==> config.mk <==
export PLATFORM = sky130hd
export DESIGN_NAME = servo_key_command_decoder
export DESIGN_NICKNAME = d
export VERILOG_FILES = /design/src/skcd_pkg.sv /design/src/servo_key_command_decoder.sv
export SDC_FILE = /design/constraint.sdc
export NUM_CORES = 1
export LEC_CHECK = 0
export ABC_CLOCK_PERIOD_IN_PS = 13200
export BUFFER_PORTS_ARGS = -buffer_cell sky130_fd_sc_hd__buf_2
export CELL_PAD_IN_SITES_DETAIL_PLACEMENT = 0
export CELL_PAD_IN_SITES_GLOBAL_PLACEMENT = 1
export CORE_MARGIN = 2
export CORE_UTILIZATION = 58
export DETAILED_ROUTE_END_ITERATION = 10
export GPL_ROUTABILITY_DRIVEN = 0
export GPL_TIMING_DRIVEN = 0
export PLACE_DENSITY = 0.8
export SETUP_SLACK_MARGIN = 0.1
export SYNTH_ARGS = -nofsm -noshare
export SYNTH_HDL_FRONTEND = slang
export SYNTH_SLANG_ARGS = --single-unit
==> constraint.sdc <==
create_clock -name i_clk -period 13.2 [get_ports i_clk]
set_input_delay 1.32 -clock i_clk [delete_from_list [all_inputs] [get_ports i_clk]]
set_output_delay 1.32 -clock i_clk [all_outputs]
set_load 0.02 [all_outputs]
==> src/skcd_pkg.sv <==
// Package for the servo key command decoder.
// Holds the duty and store types, key codes, flag bit positions and stream widths.
// No dependencies; every other file refers to it by scoped names.
package skcd_pkg;

    // Sizes of the servo set and of the move store.
    localparam int NSERVO    = 5;
    localparam int DUTY_BITS = 11;
    localparam int MAX_MOVES = 16;
    localparam int SEL_BITS  = 3;
    localparam int MOVE_BITS = 4;
    localparam int CNT_BITS  = 5;
    localparam int FLAG_BITS = 5;

    typedef logic [DUTY_BITS-1:0]             t_duty;
    typedef logic [NSERVO-1:0][DUTY_BITS-1:0] t_move;
    typedef logic [SEL_BITS-1:0]              t_sel;
    typedef logic [MOVE_BITS-1:0]             t_move_idx;
    typedef logic [CNT_BITS-1:0]              t_count;
    typedef logic [FLAG_BITS-1:0]             t_flags;

    // Duty reset values and the key step size.
    localparam t_duty DUTY_INIT = t_duty'(812);
    localparam t_duty LOW_INIT  = t_duty'(312);
    localparam t_duty HIGH_INIT = t_duty'(1312);
    localparam t_duty DUTY_STEP = t_duty'(10);

    // Mode flag bit positions.
    localparam int FL_CAL   = 0;
    localparam int FL_REC   = 1;
    localparam int FL_DONE  = 2;
    localparam int FL_PLAY  = 3;
    localparam int FL_START = 4;

    // Key codes after case folding.
    localparam logic [7:0] KEY_STOP    = 8'h70;  // p
    localparam logic [7:0] KEY_START   = 8'h63;  // c
    localparam logic [7:0] KEY_CRONO   = 8'h69;  // i
    localparam logic [7:0] KEY_UP      = 8'h73;  // s
    localparam logic [7:0] KEY_DOWN    = 8'h64;  // d
    localparam logic [7:0] KEY_JOY     = 8'h6D;  // m
    localparam logic [7:0] KEY_CAL     = 8'h71;  // q
    localparam logic [7:0] KEY_SET_LO  = 8'h65;  // e
    localparam logic [7:0] KEY_SET_HI  = 8'h72;  // r
    localparam logic [7:0] KEY_CAL_END = 8'h77;  // w
    localparam logic [7:0] KEY_REC     = 8'h66;  // f
    localparam logic [7:0] KEY_GRAB    = 8'h67;  // g
    localparam logic [7:0] KEY_REC_END = 8'h68;  // h
    localparam logic [7:0] KEY_PLAY    = 8'h6A;  // j
    localparam logic [7:0] KEY_SEL1    = 8'h31;
    localparam logic [7:0] KEY_SEL2    = 8'h32;
    localparam logic [7:0] KEY_SEL3    = 8'h33;
    localparam logic [7:0] KEY_SEL4    = 8'h34;
    localparam logic [7:0] KEY_SEL5    = 8'h35;
    localparam logic [7:0] KEY_UPPER_A = 8'h41;
    localparam logic [7:0] KEY_UPPER_Z = 8'h5A;
    localparam logic [7:0] CASE_BIT    = 8'h20;

    // Request kinds carried in the slave-side tuser.
    localparam logic REQ_KEY  = 1'b0;
    localparam logic REQ_READ = 1'b1;

    // Stream widths.
    localparam int IN_TDATA_BITS  = 16;
    localparam int OUT_FIELD_BITS = 3 + SEL_BITS + 4 * DUTY_BITS + FLAG_BITS + CNT_BITS;
    localparam int OUT_TDATA_BITS = 64;

endpackage

==> src/servo_key_command_decoder.sv <==
// Top level of the servo key command decoder: key decode, servo state and move store.
// Depends on skcd_pkg for types, key codes and widths.
//
// Usage:
// The slave-side stream carries one request per transaction: a key press
// (tuser 0) or a read of one recorded duty (tuser 1). Every accepted request
// gives exactly one result transaction on the master side, carrying the timer,
// joystick and mode state, the selected servo with its duty and limits, the
// recorded move count and, for reads, the stored duty.
// The state registers are updated at the accepting edge and the result is valid
// in the next cycle. The state registers themselves serve as the result register,
// with the read data and the restart pulse held beside them, so the block takes
// one request per cycle for as long as the receiver takes results.
// When the receiver stalls, the result holds and tready drops until the
// result is taken; the request offered in the cycle it is taken is accepted.
// Synchronous reset restores the duties to 812 with limits 312 and 1312,
// selects servo 1, clears all modes and the move count and empties the result
// register. The move store is not cleared; only moves recorded since the last
// record start can be read.
module servo_key_command_decoder (
    input  logic        i_clk,
    input  logic        i_rst_n,
    // Request stream.
    input  logic        i_s_axis_tvalid,
    output logic        o_s_axis_tready,
    // tdata: key_code[7:0], read_move[11:8], read_servo[14:12], zero [15].
    input  logic [skcd_pkg::IN_TDATA_BITS-1:0]  i_s_axis_tdata,
    // tuser: req_type.
    input  logic        i_s_axis_tuser,
    // Result stream.
    output logic        o_m_axis_tvalid,
    input  logic        i_m_axis_tready,
    // tdata: timer_run[0], crono_restart[1], joystick_mode[2], servo_sel[5:3],
    // duty_value[16:6], duty_low_limit[27:17], duty_high_limit[38:28],
    // mode_flags[43:39], move_count[48:44], read_data[59:49], zero [63:60].
    output logic [skcd_pkg::OUT_TDATA_BITS-1:0] o_m_axis_tdata
);

    // Servo and mode state.
    skcd_pkg::t_duty     r_duty  [skcd_pkg::NSERVO];
    skcd_pkg::t_duty     r_low   [skcd_pkg::NSERVO];
    skcd_pkg::t_duty     r_high  [skcd_pkg::NSERVO];
    skcd_pkg::t_duty     n_duty  [skcd_pkg::NSERVO];
    skcd_pkg::t_duty     n_low   [skcd_pkg::NSERVO];
    skcd_pkg::t_duty     n_high  [skcd_pkg::NSERVO];
    skcd_pkg::t_sel      r_sel,   n_sel;
    logic                r_joy,   n_joy;
    logic                r_timer, n_timer;
    skcd_pkg::t_flags    r_flags, n_flags;
    skcd_pkg::t_move_idx r_widx,  n_widx;
    skcd_pkg::t_count    r_count, n_count;

    // Result side.
    logic                r_out_valid;
    logic                r_pulse,  n_pulse;
    skcd_pkg::t_move     r_rd_word;
    skcd_pkg::t_sel      r_rd_servo;
    logic                r_rd_hit;

    // Move store.
    skcd_pkg::t_move     r_moves [skcd_pkg::MAX_MOVES];

    logic                w_accept;
    logic                w_key_acc;
    logic                w_store;
    logic [7:0]          w_key;
    skcd_pkg::t_move_idx w_rd_move;
    skcd_pkg::t_sel      w_rd_servo;
    skcd_pkg::t_duty     w_cur_duty;
    skcd_pkg::t_duty     w_cur_low;
    skcd_pkg::t_duty     w_cur_high;
    logic [skcd_pkg::DUTY_BITS:0] w_up;
    logic [skcd_pkg::DUTY_BITS:0] w_low_step;
    skcd_pkg::t_move     w_snapshot;
    skcd_pkg::t_duty     w_rdata;

    // Handshake: the result register is free when empty or being taken.
    assign o_s_axis_tready = !r_out_valid || i_m_axis_tready;
    assign w_accept        = i_s_axis_tvalid && o_s_axis_tready;
    assign w_key_acc       = w_accept && (i_s_axis_tuser == skcd_pkg::REQ_KEY);
    assign w_rd_move       = i_s_axis_tdata[11:8];
    assign w_rd_servo      = i_s_axis_tdata[14:12];

    // Fold upper-case letters to lower case.
    always_comb begin
        w_key = i_s_axis_tdata[7:0];
        if (w_key >= skcd_pkg::KEY_UPPER_A && w_key <= skcd_pkg::KEY_UPPER_Z) begin
            w_key = w_key | skcd_pkg::CASE_BIT;
        end
    end

    // Selected servo values and the step comparisons.
    assign w_cur_duty = r_duty[r_sel];
    assign w_cur_low  = r_low[r_sel];
    assign w_cur_high = r_high[r_sel];
    assign w_up       = {1'b0, w_cur_duty} + {1'b0, skcd_pkg::DUTY_STEP};
    assign w_low_step = {1'b0, w_cur_low} + {1'b0, skcd_pkg::DUTY_STEP};

    always_comb begin
        for (int k = 0; k < skcd_pkg::NSERVO; k++) begin
            w_snapshot[k] = r_duty[k];
        end
    end

    // Next state for a key press.
    always_comb begin
        n_duty  = r_duty;
        n_low   = r_low;
        n_high  = r_high;
        n_sel   = r_sel;
        n_joy   = r_joy;
        n_timer = r_timer;
        n_flags = r_flags;
        n_widx  = r_widx;
        n_count = r_count;
        n_pulse = 1'b0;
        w_store = 1'b0;
        unique case (w_key)
            skcd_pkg::KEY_STOP:  n_timer = 1'b0;
            skcd_pkg::KEY_START: n_timer = 1'b1;
            skcd_pkg::KEY_CRONO: n_pulse = 1'b1;
            skcd_pkg::KEY_UP: begin
                if (!r_joy && w_up <= {1'b0, w_cur_high}) begin
                    n_duty[r_sel] = w_up[skcd_pkg::DUTY_BITS-1:0];
                end
            end
            skcd_pkg::KEY_DOWN: begin
                if (!r_joy && {1'b0, w_cur_duty} >= w_low_step) begin
                    n_duty[r_sel] = w_cur_duty - skcd_pkg::DUTY_STEP;
                end
            end
            skcd_pkg::KEY_JOY: n_joy = !r_joy;
            skcd_pkg::KEY_CAL: begin
                n_flags[skcd_pkg::FL_CAL] = 1'b1;
                n_low[r_sel]  = skcd_pkg::LOW_INIT;
                n_high[r_sel] = skcd_pkg::HIGH_INIT;
            end
            skcd_pkg::KEY_SET_LO: begin
                if (r_flags[skcd_pkg::FL_CAL]) begin
                    n_low[r_sel] = w_cur_duty;
                end
            end
            skcd_pkg::KEY_SET_HI: begin
                if (r_flags[skcd_pkg::FL_CAL]) begin
                    n_high[r_sel] = w_cur_duty;
                end
            end
            skcd_pkg::KEY_CAL_END: n_flags[skcd_pkg::FL_CAL] = 1'b0;
            skcd_pkg::KEY_REC: begin
                n_flags[skcd_pkg::FL_REC] = 1'b1;
                n_widx  = '0;
                n_count = '0;
            end
            skcd_pkg::KEY_GRAB: begin
                // The write index never passes the last entry, so only the
                // recording flag gates a snapshot.
                if (r_flags[skcd_pkg::FL_REC]) begin
                    w_store = 1'b1;
                    n_widx  = r_widx + 1'b1;
                    n_count = r_count + 1'b1;
                    if (r_widx == skcd_pkg::t_move_idx'(skcd_pkg::MAX_MOVES - 1)) begin
                        n_flags[skcd_pkg::FL_REC]   = 1'b0;
                        n_flags[skcd_pkg::FL_DONE]  = 1'b1;
                        n_flags[skcd_pkg::FL_START] = 1'b1;
                        n_widx = '0;
                        n_joy  = 1'b0;
                    end
                end
            end
            skcd_pkg::KEY_REC_END: begin
                n_flags[skcd_pkg::FL_REC]   = 1'b0;
                n_flags[skcd_pkg::FL_DONE]  = 1'b1;
                n_flags[skcd_pkg::FL_START] = 1'b1;
                n_widx = '0;
                n_joy  = 1'b0;
            end
            skcd_pkg::KEY_PLAY: begin
                if (!r_flags[skcd_pkg::FL_PLAY]) begin
                    n_flags[skcd_pkg::FL_PLAY]  = 1'b1;
                    n_flags[skcd_pkg::FL_START] = 1'b1;
                    n_joy = 1'b0;
                end
            end
            skcd_pkg::KEY_SEL1: n_sel = skcd_pkg::t_sel'(0);
            skcd_pkg::KEY_SEL2: n_sel = skcd_pkg::t_sel'(1);
            skcd_pkg::KEY_SEL3: n_sel = skcd_pkg::t_sel'(2);
            skcd_pkg::KEY_SEL4: n_sel = skcd_pkg::t_sel'(3);
            skcd_pkg::KEY_SEL5: n_sel = skcd_pkg::t_sel'(4);
            default: ;
        endcase
    end

    // Control and servo state registers; they also form the result register.
    always_ff @(posedge i_clk) begin
        if (!i_rst_n) begin
            for (int k = 0; k < skcd_pkg::NSERVO; k++) begin
                r_duty[k] <= skcd_pkg::DUTY_INIT;
                r_low[k]  <= skcd_pkg::LOW_INIT;
                r_high[k] <= skcd_pkg::HIGH_INIT;
            end
            r_sel       <= '0;
            r_joy       <= 1'b0;
            r_timer     <= 1'b0;
            r_flags     <= '0;
            r_widx      <= '0;
            r_count     <= '0;
            r_out_valid <= 1'b0;
        end else begin
            if (w_key_acc) begin
                r_duty  <= n_duty;
                r_low   <= n_low;
                r_high  <= n_high;
                r_sel   <= n_sel;
                r_joy   <= n_joy;
                r_timer <= n_timer;
                r_flags <= n_flags;
                r_widx  <= n_widx;
                r_count <= n_count;
            end
            if (w_accept) begin
                r_out_valid <= 1'b1;
            end else if (i_m_axis_tready) begin
                r_out_valid <= 1'b0;
            end
        end
    end

    // Result payload: restart pulse and registered store read.
    always_ff @(posedge i_clk) begin
        if (w_accept) begin
            r_pulse    <= w_key_acc && n_pulse;
            r_rd_word  <= r_moves[w_rd_move];
            r_rd_servo <= w_rd_servo;
            r_rd_hit   <= (i_s_axis_tuser == skcd_pkg::REQ_READ)
                       && ({1'b0, w_rd_move} < r_count)
                       && (w_rd_servo < skcd_pkg::t_sel'(skcd_pkg::NSERVO));
        end
    end

    // Move store write: a snapshot of all five duties.
    always_ff @(posedge i_clk) begin
        if (w_key_acc && w_store) begin
            r_moves[r_widx] <= w_snapshot;
        end
    end

    assign w_rdata = r_rd_hit ? r_rd_word[r_rd_servo] : '0;

    // Result transaction.
    assign o_m_axis_tvalid = r_out_valid;
    assign o_m_axis_tdata  = {
        {(skcd_pkg::OUT_TDATA_BITS - skcd_pkg::OUT_FIELD_BITS){1'b0}},
        w_rdata, r_count, r_flags,
        w_cur_high, w_cur_low, w_cur_duty,
        r_sel, r_joy, r_pulse, r_timer
    };

endmodule

# Word level (Yosys, flattened, before mapping)
# Memory sizes are Yosys's and may differ from the RTL's. A register that Yosys moved wholly into a read port is not among the register bits.
# Cells that the tools add are included.
# op_classes
addsub	5
magnitude_cmp	9
eq_ne	27
muxes	53
bitwise_logic	8
n_reduce_logical	40
# op_table
op	n
55-bit one-hot mux with 2 select lines	3
55-bit bitwise mux	4
55-bit 2-to-1 mux	4
11-bit binary-select mux with 3-bit select	4
8-bit by 7-bit equality test with 1-bit output, second input constant	14
11-bit 2-to-1 mux	9
40-bit bitwise AND	1
8-bit by 6-bit equality test with 1-bit output, second input constant	5
40-bit inverter	1
35-bit bitwise AND	1
35-bit inverter	1
11-bit demux with 3-bit select	1
11-bit by 4-bit adder with 12-bit output, second input constant	2
20-bit bitwise OR	1
2-bit nonzero test	9
15-bit bitwise OR	1
3-bit one-hot mux with 5 select lines	1
2-bit inequality test, second input constant	7
11-bit by 12-bit >= comparator with 1-bit output	1
12-bit by 11-bit less-or-equal comparator with 1-bit output	1
1-bit 2-to-1 mux	12
3-bit AND reduction	4
11-bit by 4-bit subtractor with 11-bit output, second input constant	1
1-bit logical AND	10
other kinds (30)	44
# word_totals
register_bits	190
mem_bits_rw	880
out_inout_bits	66
wordCells	172
memories	1
# mem_list
name	words	word_bits	rd	rd_clocked_by_memory_dff	write_ports	line_no	rtl
r_moves	16	55	1	1	1	servo_key_command_decoder.sv:61	skcd_pkg::t_move r_moves [skcd_pkg::MAX_MOVES];

# Longest topological paths before layout
# Gate-level depths: netlist of the first run.
# logic_depth
ltp_word	9
mapped_depth	22

# Worst setup path before layout of the first run
# Ideal clock, no wire load.
# synth_timing
path_type	input to register
start	input i_m_axis_tready
end	memory r_moves[15][0] (netlist name) (enable)
setup_ns	0.468
t_arrival_ns	5.991
t_required_ns	12.732
slack_ns	6.741
cell_stages	5
path_buffers	0
cell_sequence	nand2b_1 -> and2_1 -> nor2b_1 -> nand3_1 -> nor2_1
# synth_via
elab_chain_cells	6
# synth_lines
item	line_no	rtl
from (decl)	servo_key_command_decoder.sv:32	input logic i_m_axis_tready,
1-bit logical OR	servo_key_command_decoder.sv:78	assign o_s_axis_tready = !r_out_valid || i_m_axis_tready;
1-bit logical AND	servo_key_command_decoder.sv:79	assign w_accept = i_s_axis_tvalid && o_s_axis_tready;
via w_accept	servo_key_command_decoder.sv:63	logic w_accept;
1-bit logical AND	servo_key_command_decoder.sv:80	assign w_key_acc = w_accept && (i_s_axis_tuser == skcd_pkg::REQ_KEY);
1-bit logical AND	servo_key_command_decoder.sv:242	if (w_key_acc && w_store) begin
1-bit 2-to-1 mux	servo_key_command_decoder.sv:242	
1-bit 2-to-1 mux (implied by the code)	servo_key_command_decoder.sv:243	r_moves[r_widx] <= w_snapshot;
to (decl)	servo_key_command_decoder.sv:61	
# The timed path passes the listed nets, and every way through them passes these cells.

# Worst setup path in the final report of the first run
# layout_timing
start	register r_sel[1]
end	register r_duty[2] (netlist name)
# layout_via
elab_chain_cells	9
elab_cells_between_ends	30
classes_between	add/sub (3); order compare (4); eq/ne (2); mux (16); bitwise (1); reduce/logical (4)
# layout_lines
item	line_no	rtl
from (decl)	servo_key_command_decoder.sv:46	skcd_pkg::t_sel r_sel, n_sel;
from (signal assigned)	servo_key_command_decoder.sv:213	r_sel <= n_sel;
3-bit inverter with 4-bit output (implied by the code) *	-	
11-bit binary-select mux with 3-bit select, on equally long branches	servo_key_command_decoder.sv:94, servo_key_command_decoder.sv:93	
11-bit 2-to-1 mux, on equally long branches (2 in series)	servo_key_command_decoder.sv:94, servo_key_command_decoder.sv:93	
11-bit by 4-bit adder with 12-bit output, on equally long branches	servo_key_command_decoder.sv:97, servo_key_command_decoder.sv:96	
11-bit by 12-bit >= comparator with 1-bit output or 12-bit by 11-bit less-or-equal comparator with 1-bit output (tied branches)	servo_key_command_decoder.sv:128, servo_key_command_decoder.sv:123	
1-bit logical AND, on equally long branches	servo_key_command_decoder.sv:128, servo_key_command_decoder.sv:123	
2-bit inequality test (no line)	-	
4-bit AND reduction (no line)	-	
to (signal, indexed assignment)	servo_key_command_decoder.sv:197	r_duty[k] <= skcd_pkg::DUTY_INIT;
to (signal assigned)	servo_key_command_decoder.sv:210	r_duty <= n_duty;
to (decl)	servo_key_command_decoder.sv:40	skcd_pkg::t_duty r_duty [skcd_pkg::NSERVO];
# Mark *: on every way between the ends. The rest lies on a longest branch, timed or not. The select of a mux whose other input is x is not followed.
# A chain may end at the register's enable or synchronous reset.

==> reports/metrics.json, run 1 <==
{
  "run_status": {
    "result_of_the_run": "completed"
  },
  "clock_tree": {
    "numClockSinks": 1125,
    "ctsLongestPathBuffers": 3,
    "htree_levels": 3,
    "cts_repair_resize_count": 0,
    "clk_root_buffer_cell": "clkbuf_16",
    "cts_tree": "built",
    "source_to_sink_clock_delay_at_the_later_pin_of_the_worst_skew_pair_ns": 0.68,
    "postCtsHoldBufs": 0,
    "clk_pin_slew_worst_paths_ns": 0.07,
    "postCtsSetupRepairBufs": 0,
    "cts_made_buffers": 109
  },
  "pwr": {
    "seq_power_share_pct": 52.8,
    "p_leak_uw": 0.0159,
    "power_switching_uw": 1490,
    "power.ir.vdd_worst_v": 0.000123,
    "power.share.switching_pct": 20.6,
    "power.combinational.fraction_pct": 3.3,
    "clock_power_share_pct": 43.9,
    "power.density_cell_area_mw_per_mm2": 141,
    "power.total_uw": 7250,
    "intPower_uw": 5750
  },
  "floorplanning": {
    "floorplan.initialDensity_pct": 58.6,
    "vert_die_dim_um": 283,
    "die_area_mm2": 0.0803,
    "fp.coreArea_mm2": 0.0773,
    "ios": 87,
    "chipWidth_um": 283,
    "rows": 102
  },
  "routing": {
    "number_of_nets_with_antenna_violations_after_routing": 0,
    "wl_met1_um": 47800,
    "wl_met2_um": 62500,
    "wirelength_um": 131000,
    "met3RoutedLength_um": 13500,
    "drc_errors": 0,
    "mean_number_of_vias_per_cell": 6.70,
    "highest-signal-layer": "met5",
    "detail_route.wl_per_cell_um": 33.0,
    "dr.pass1.iters": 7,
    "via_count": 26600,
    "drt-initial-drc-count": 3957
  },
  "final_layout": {
    "final-instance-count-excl-fill": 3961,
    "multi_input_gate_area_mm2": 0.0126,
    "drive_above_1_share_pct": 21.8,
    "fillCellCount": 5183,
    "nets": 2879,
    "area.sequential_mm2": 0.0319,
    "final_core_util_pct": 66.2,
    "num_antenna_cells": 0,
    "stdcell_area_mm2": 0.0512,
    "synthToLayoutAreaGrowth_pct": 13.1
  },
  "sta": {
    "final_min_period_over_clock_period_pct": 48.2,
    "setup_viol_count_final": 0,
    "skew_ns": 0.0228,
    "grt_setup_unrepaired": "false",
    "relSlewSlack_pct": 11.2,
    "period_needed_ns": 6.36,
    "max_freq_ghz": 0.157,
    "hold_viol": 0,
    "report.final.slew_viol_count": 0,
    "setup_tns_ns": 0,
    "transition_time_at_the_pin_with_the_least_slew_margin_ns": 1.33
  },
  "logic_synthesis": {
    "post-synth-top-count-cell": "edfxtp_1",
    "ys_dominant_reg_cell": "edfxtp_1",
    "syn-mean-instance-area_um2": 17.3,
    "synth-seq-cells": 1125,
    "synth_top_cells_by_area": "edfxtp_1, mux4_2, dfxtp_1, a21oi_1, nand2_1",
    "post_synth_instance_area_mm2": 0.0453,
    "synth.top_cells.by_count": "edfxtp_1, mux4_2, dfxtp_1, nand2_1, a21oi_1",
    "yosys.cell_types.count": 74,
    "synthesis.instances": 2611,
    "synth_largest_area_cell": "edfxtp_1",
    "synth.top_cell.area_share_pct": 62.3,
    "async_flop_share_pct": 0,
    "synth_edf_count": 940,
    "synth-warning-count": 0,
    "seq_area_frac_synth_pct": 70.5
  },
  "global_route": {
    "overflow": 0,
    "grt_start_max_net_pins": 56,
    "grt.total_usage_pct": 32.8,
    "vias_in_the_first_global_route": 26500,
    "first_pass_grt_wire_length_um": 187000,
    "antenna_found_initial": 5
  },
  "worst_setup_path": {
    "worst-endpoint-required_ns": 13.73,
    "crit_arrival_ns": 6.89,
    "crit_type": "register to register",
    "critical_path.reg2reg.endpoint": "r_duty[2]",
    "crit_path_start_kind": "register",
    "timing.rr.start": "r_sel[1]",
    "cp-end-kind": "register",
    "rr_worst_depth": 20,
    "critical_path.max_fanout": 10,
    "worst-r2r-setup-slack_ns": 6.84
  },
  "placement": {
    "port_buffers": 80,
    "detailed_place.area_mm2": 0.0476,
    "detailedPlacementHpwl_um": 82600,
    "placed_cells_incl_taps": 3754
  },
  "worst_hold_path": {
    "startpoint_of_the_lowest_slack_hold_path": "r_low[33]",
    "min-delay-path-class": "register to register",
    "hold_depth": 2,
    "worstHoldEndpoint": "r_low[33]"
  },
  "flow_run": {
    "drv.max_cap_violation_count": 0
  }
}
worst max-delay path by stage:
| stage | start | to | slack (ns) |
|---|---|---|---|
| after floorplan | i_m_axis_tready | r_moves[15][0] | 6.74 |
| after global placement | i_m_axis_tready | r_moves[15][41] | 2.34 |
| after detailed placement | r_sel[1] | r_duty[5] | 7.11 |
| after CTS | r_sel[1] | r_duty[2] | 7.03 |
| after global routing | r_sel[1] | r_duty[8] | 6.76 |
| final | r_sel[1] | r_duty[2] | 6.84 |
cell families (layout without fill, tap and decap cells):
| kind of cell | after synthesis | after routing | share of synthesized area, % |
|---|---|---|---|
| compound gates | 329 | 329 | 4.48 |
| xor+xnor | 30 | 30 | 0.597 |
| fa+ha+maj | 33 | 33 | 0.912 |
| buf+inv | 204 | 511 | 1.89 |
| flops | 1125 | 1125 | 70.5 |
| mux | 360 | 360 | 16.1 |
| other cells | 1 | 4 | 0.00828 |
| simple gates | 529 | 529 | 5.51 |
power by group through the flow:
stage	clock network [uW]	logic (uW)	registers, uW
4_1_cts	3190	238	3830
3_3_place_gp	0	231	3900
5_1_grt	3330	249	3820
2_1_floorplan	0	155	3890
6_report	3180	238	3830
3_5_place_dp	0	236	3900
metrics by stage:
step	worst slack [ns]	hold slack, ns
2_1_floorplan	6.74	0.428
5_1_grt	6.76	0.463
3_3_place_gp	2.34	0.435
3_5_place_dp	7.11	0.445
4_1_cts	7.03	0.453
6_report	6.84	0.453
sequential cells by signal (all words and copies together) (netlist names), 4 cells and up, named ones only:
signal,count
r_flags,5
r_count,5
r_widx,4
r_low,55
r_high,55
r_moves,880
r_rd_word,55
r_duty,45
worst max-delay path, cell delays in order, from the launching register on:
cell and delay [ns]:
dfxtp_1 0.58, buf_4 0.30, buf_4 0.25, buf_2 0.34
mux2i_1 0.35, o2bb2ai_1 0.16, a21oi_1 0.29, inv_1 0.15
ha_1 0.26, a211oi_1 0.55, nor3_1 0.17, xnor2_1 0.17
ha_1 0.19, a21o_1 0.16, a211o_1 0.30, o31ai_2 0.40
or4b_1 0.55, o32ai_1 0.42, buf_4 0.28, mux2i_1 0.21
nand2_1 0.10
cells in the final DEF (no fill, tap or decap), drive strengths merged, types with 24 or more instances in the layout:
master  count
edfxtp    940
and2       24
dfxtp     185
nor2      121
xnor2      24
o21ai      75
mux2i      48
ha         33
nand3      98
clkinv     61
nand2     148
nor3       64
inv        47
a21oi     142
mux4      293
clkbuf    233
buf       151
cell type report:
cell class,count,share of cell area [%]
clock inverters,84,1.58
clock buffers,123,5.55
well taps,1040,2.54
multi-input cells,1285,24.5
plain buffers,161,1.37
inverters,43,0.315
flip-flops and latches,1125,62.3
repair buffers,100,1.77
per-layer routing:
layer / up-vias / GRT usage, %
li1: 10800 / -
met1: 13600 / 44.2
met2: 1797 / 52.5
met3: 348 / 5.72
met4: 4 / 15.7
met5: - / 0
No activity file was read; power rests on OpenSTA's default activity.
==> inputs of run 2 (changes only) <==
- ABC_AREA: default -> 1
- ABC_CLOCK_PERIOD_IN_PS: 13200 -> 5650
- CORE_UTILIZATION: 58 -> 46
- PLACE_DENSITY: 0.8 -> 0.71
- clock period: 13.2 -> 5.65 ns (I/O delays scaled with it)
==> run 2 against run 1 <==
Effect of this change:
- sequential cell count stayed put
- final cell count is 46% higher
- clock skew is 0.022 ns higher
- fmax is 19% higher
- register-to-register slack worse by 6.5 ns
- utilization is 13 points lower
- global-route usage is 1.7 points lower
==> reports/metrics.json, run 2 <==
{
  "pwr": {
    "power.ir.vdd_worst": {"value": 0.000259, "unit": "V", "change": "+110%"},
    "p_leak": {"value": 0.0188, "unit": "uW", "change": "+19%"},
    "power.density_cell_area": {"value": 319, "unit": "mW/mm^2", "change": "+130%"}
  },
  "final_layout": {
    "final-instance-count-excl-fill": {"value": 5800, "change": "+46%"},
    "layout_common_cells": "edfxtp_1, nor2_1, nand2_1, o21ai_0, nand3_1",
    "drive_above_1_share": {"value": 9.05, "unit": "%", "change": "-13 points"},
    "num_antenna_cells": {"value": 0, "change": "unchanged"},
    "layout.cells.most_common": "edfxtp_1",
    "max_reg_flops": {"value": 880, "change": "unchanged"},
    "max_flop_register": "r_moves",
    "synthToLayoutAreaGrowth_pct": 14.2,
    "nets": {"value": 4388, "change": "+52%"}
  },
  "logic_synthesis": {
    "synthSimpleGateAreaFrac": {"value": 13.2, "unit": "%", "change": "+7.7 points"},
    "yosys.cell_types.count": {"value": 57, "change": "-23%"},
    "post_synth_instance_area": {"value": 0.0475, "unit": "mm^2", "change": "+4.9%"},
    "synth-warning-count": {"value": 0, "change": "unchanged"},
    "async_flop_share": {"value": 0, "unit": "%", "change": "unchanged"},
    "syn-mean-instance-area": {"value": 11.6, "unit": "um^2", "change": "-33%"},
    "synth.top_cells.by_count": "edfxtp_1, nor2_1, nand2_1, o21ai_0, nand3_1",
    "synth_compound_area_share": {"value": 10.9, "unit": "%", "change": "+6.4 points"},
    "mux_cell_area_share_after_synthesis": {"value": 3.58, "unit": "%", "change": "-13 points"},
    "synth_largest_area_cell": "edfxtp_1",
    "synth_top_cells_by_area": "edfxtp_1, dfxtp_1, nor2_1, nand2_1, o21ai_0",
    "synth_edf_count": {"value": 940, "change": "unchanged"},
    "synth_adder_area_share": {"value": 0.869, "unit": "%", "change": "-0.043 points"},
    "synthesis.instances": {"value": 4095, "change": "+57%"},
    "post-synth-top-count-cell": "edfxtp_1",
    "synth_xor_area_share": {"value": 0.313, "unit": "%", "change": "-0.28 points"},
    "ys_dominant_reg_cell": "edfxtp_1",
    "synth.top_cell.area_share": {"value": 59.4, "unit": "%", "change": "-2.9 points"},
    "synth-seq-cells": {"value": 1125, "change": "unchanged"},
    "synth_top_family_by_area": "simple AND/OR/NAND/NOR gates",
    "seq_area_frac_synth": {"value": 67.2, "unit": "%", "change": "-3.3 points"}
  },
  "worst_setup_path": {
    "crit_path_start_kind": "register",
    "worst-r2r-setup-slack": {"value": 0.33, "unit": "ns", "change": "-6.51 ns"},
    "worst-endpoint-required": {"value": 6.24, "unit": "ns", "change": "-7.49 ns"},
    "worst_path_most_repeated_cell": "nand2_1",
    "crit_path_max_delay_cell_type": "o21ai_1",
    "cp-end-kind": "register",
    "critical_path.max_fanout": {"value": 10, "change": "unchanged"},
    "crit_type": "register to register",
    "crit_arrival": {"value": 5.91, "unit": "ns", "change": "-0.98 ns"},
    "critical_path.max_stage_delay": {"value": 0.45, "unit": "ns", "change": "-0.13 ns"}
  },
  "sta": {
    "relSlewSlack": {"value": 5.48, "unit": "%", "change": "-5.7 points"},
    "period_needed": {"value": 5.32, "unit": "ns", "change": "-1.04 ns"},
    "skew": {"value": 0.0446, "unit": "ns", "change": "+0.0218 ns"},
    "transition_time_at_the_pin_with_the_least_slew_margin": {"value": 1.42, "unit": "ns", "change": "+0.0880 ns"},
    "hold_viol": {"value": 0, "change": "unchanged"},
    "setup_viol_count_final": {"value": 0, "change": "unchanged"},
    "max_freq": {"value": 0.188, "unit": "GHz", "change": "+19%"},
    "report.final.slew_viol_count": {"value": 0, "change": "unchanged"},
    "setup_slack": {"value": 0.328, "unit": "ns", "change": "-6.51 ns"},
    "grt_setup_unrepaired": "false",
    "final_min_period_over_clock_period": {"value": 94.2, "unit": "%", "change": "+46 points"}
  },
  "floorplanning": {
    "ios": {"value": 87, "change": "unchanged"},
    "die_area": {"value": 0.106, "unit": "mm^2", "change": "+32%"},
    "rows": {"value": 117, "change": "+15%"},
    "vert_die_dim": {"value": 325, "unit": "um", "change": "+15%"},
    "fp.coreArea": {"value": 0.102, "unit": "mm^2", "change": "+32%"},
    "chipWidth": {"value": 325, "unit": "um", "change": "+15%"},
    "floorplan.initialDensity": {"value": 46.5, "unit": "%", "change": "-12 points"}
  },
  "clock_tree": {
    "clk_pin_slew_worst_paths": {"value": 0.06, "unit": "ns", "change": "about the same"},
    "ctsLongestPathBuffers": {"value": 3, "change": "unchanged"},
    "numClockSinks": {"value": 1125, "change": "unchanged"},
    "postCtsHoldBufs": {"value": 0, "change": "unchanged"},
    "cts_made_buffers": {"value": 115, "change": "+5.5%"},
    "htree_levels": {"value": 3, "change": "unchanged"},
    "clk_root_buffer_cell": "clkbuf_16",
    "source_to_sink_clock_delay_at_the_later_pin_of_the_worst_skew_pair": {"value": 0.71, "unit": "ns", "change": "+0.03 ns"},
    "cts_tree": "built"
  },
  "global_route": {
    "overflow": {"value": 0, "change": "unchanged"},
    "vias_in_the_first_global_route": {"value": 32900, "change": "+24%"},
    "first_pass_grt_wire_length": {"value": 238000, "unit": "um", "change": "+27%"},
    "grt_start_max_net_pins": {"value": 59, "change": "+5.4%"},
    "antenna_found_initial": {"value": 2, "change": "-3"},
    "grt.total_usage": {"value": 31.1, "unit": "%", "change": "-1.7 points"}
  },
  "routing": {
    "mean_number_of_vias_per_cell": {"value": 6.06, "change": "-9.6%"},
    "dr.pass1.iters": {"value": 6, "change": "-1"},
    "drt-initial-drc-count": {"value": 4684, "change": "+18%"},
    "via_count": {"value": 35100, "change": "+32%"},
    "drc_errors": {"value": 0, "change": "unchanged"},
    "number_of_nets_with_antenna_violations_after_routing": {"value": 0, "change": "unchanged"},
    "detail_route.wl_per_cell": {"value": 29.0, "unit": "um", "change": "-12%"},
    "wirelength": {"value": 168000, "unit": "um", "change": "+29%"}
  },
  "placement": {
    "detailedPlacementHpwl": {"value": 117000, "unit": "um", "change": "+41%"},
    "placed_cells_incl_taps": {"value": 5583, "change": "+49%"},
    "pre_cts_slack": {"value": -0.0114, "unit": "ns", "change": "-7.13 ns"},
    "port_buffers": {"value": 79, "change": "-1.3%"}
  },
  "worst_hold_path": {
    "min-delay-path-class": "input pin to register"
  },
  "run_status": {
    "result_of_the_run": "completed"
  },
  "flow_run": {
    "drv.max_cap_violation_count": {"value": 0, "change": "unchanged"}
  }
}
-- run 2: cell types whose count changed in the layout (fill, tap and decap cells not counted), sizes merged, moves of 50 or more --
cell	before	now
nand3	98	267
mux4	293	0
o32ai	3	53
clkbuf	233	360
o21ai	75	382
o221ai	0	173
inv	47	182
o211ai	8	60
mux2i	48	170
nor2	121	586
nand2	148	562
-- run 2: power by group --
part | internal, uW | total (uW) | switching (uW)
clock network | 4230 | 7500 | 3260
registers | 8920 | 8950 | 31.1
logic | 224 | 861 | 638
total | 13400 | 17300 | 3930
-- run 2: layer usage --
metal  track usage, %  wire length (um)  vias to the layer above
met5                0                 0                        -
met4             16.6              9980                        0
met3             4.29             13700                      385
met2             50.0             77700                     1875
met1             41.1             67000                    17500
li1                 -                 -                    15400
-- run 2: kinds of logic (layout without fill, tap and decap cells) --
logic type                 count (synthesis)  in the layout
and+or+nand+nor                         1492           1492
DFF                                     1125           1125
AOI/OAI and AO/OA                        801            801
buffers and inverters                    456            790
muxes                                    170            170
adders and majority gates                 33             33
xor gates and xnor gates                  17             17
other                                      1              4
-- run 2: path summary, 6_finish.rpt --
path,from,endpoint,depth (start not counted)
hold reg to reg,r_flags[4],r_flags[4],2
setup reg to reg,r_sel[2],register,28
setup / recovery,r_sel[2],register,28
hold / removal,i_s_axis_tdata[14],r_rd_servo[2],1
-- run 2: worst max-delay path, delay by kind of cell, from the launching register on --
| family | cells | cell delay, ns |
|---|---|---|
| buffers and inverters | 5 | 0.84 |
| flip-flops | 1 | 0.34 |
| XOR/XNOR | 1 | 0.16 |
| adder cells (fa/ha/maj) | 2 | 0.52 |
| AND/OR/NAND/NOR | 17 | 2.48 |
| AO/OA/AOI/OAI | 3 | 0.83 |
-- run 2: what timing repair did --
item                       in CTS  in global routing
resized for setup               1                  1
pin swaps                       0                  1
gates cloned                    0                  0
setup endpoints to repair       1                 50
buffers inserted                0                  2
-- run 2: area by class of cell --
class	instances	area, um^2
fill	9006	47900
sequential	1125	31900
multi-input combinational	2517	13800
clock buffer	146	3110
tap	1368	1710
timing repair buffer	119	1250
buffer	274	1200
inverter	182	691
clock inverter	69	554
-- run 2: per-stage QoR --
stage / util (%) / total power, uW / TNS (ns) / hold slack, ns / cell area [um^2]
finish: 53.1 / 17300 / 0 / 0.0640 / 54300
global route: 53.1 / 17700 / 0 / 0.0612 / 54300
global placement: 48.6 / 9960 / -2372.73 / 0.441 / 49600
CTS: 53.1 / 17300 / 0 / 0.0323 / 54300
detailed placement: 49.5 / 9970 / -0.0114 / 0.449 / 50600
floorplan: - / 9580 / 0 / 0.444 / 47500
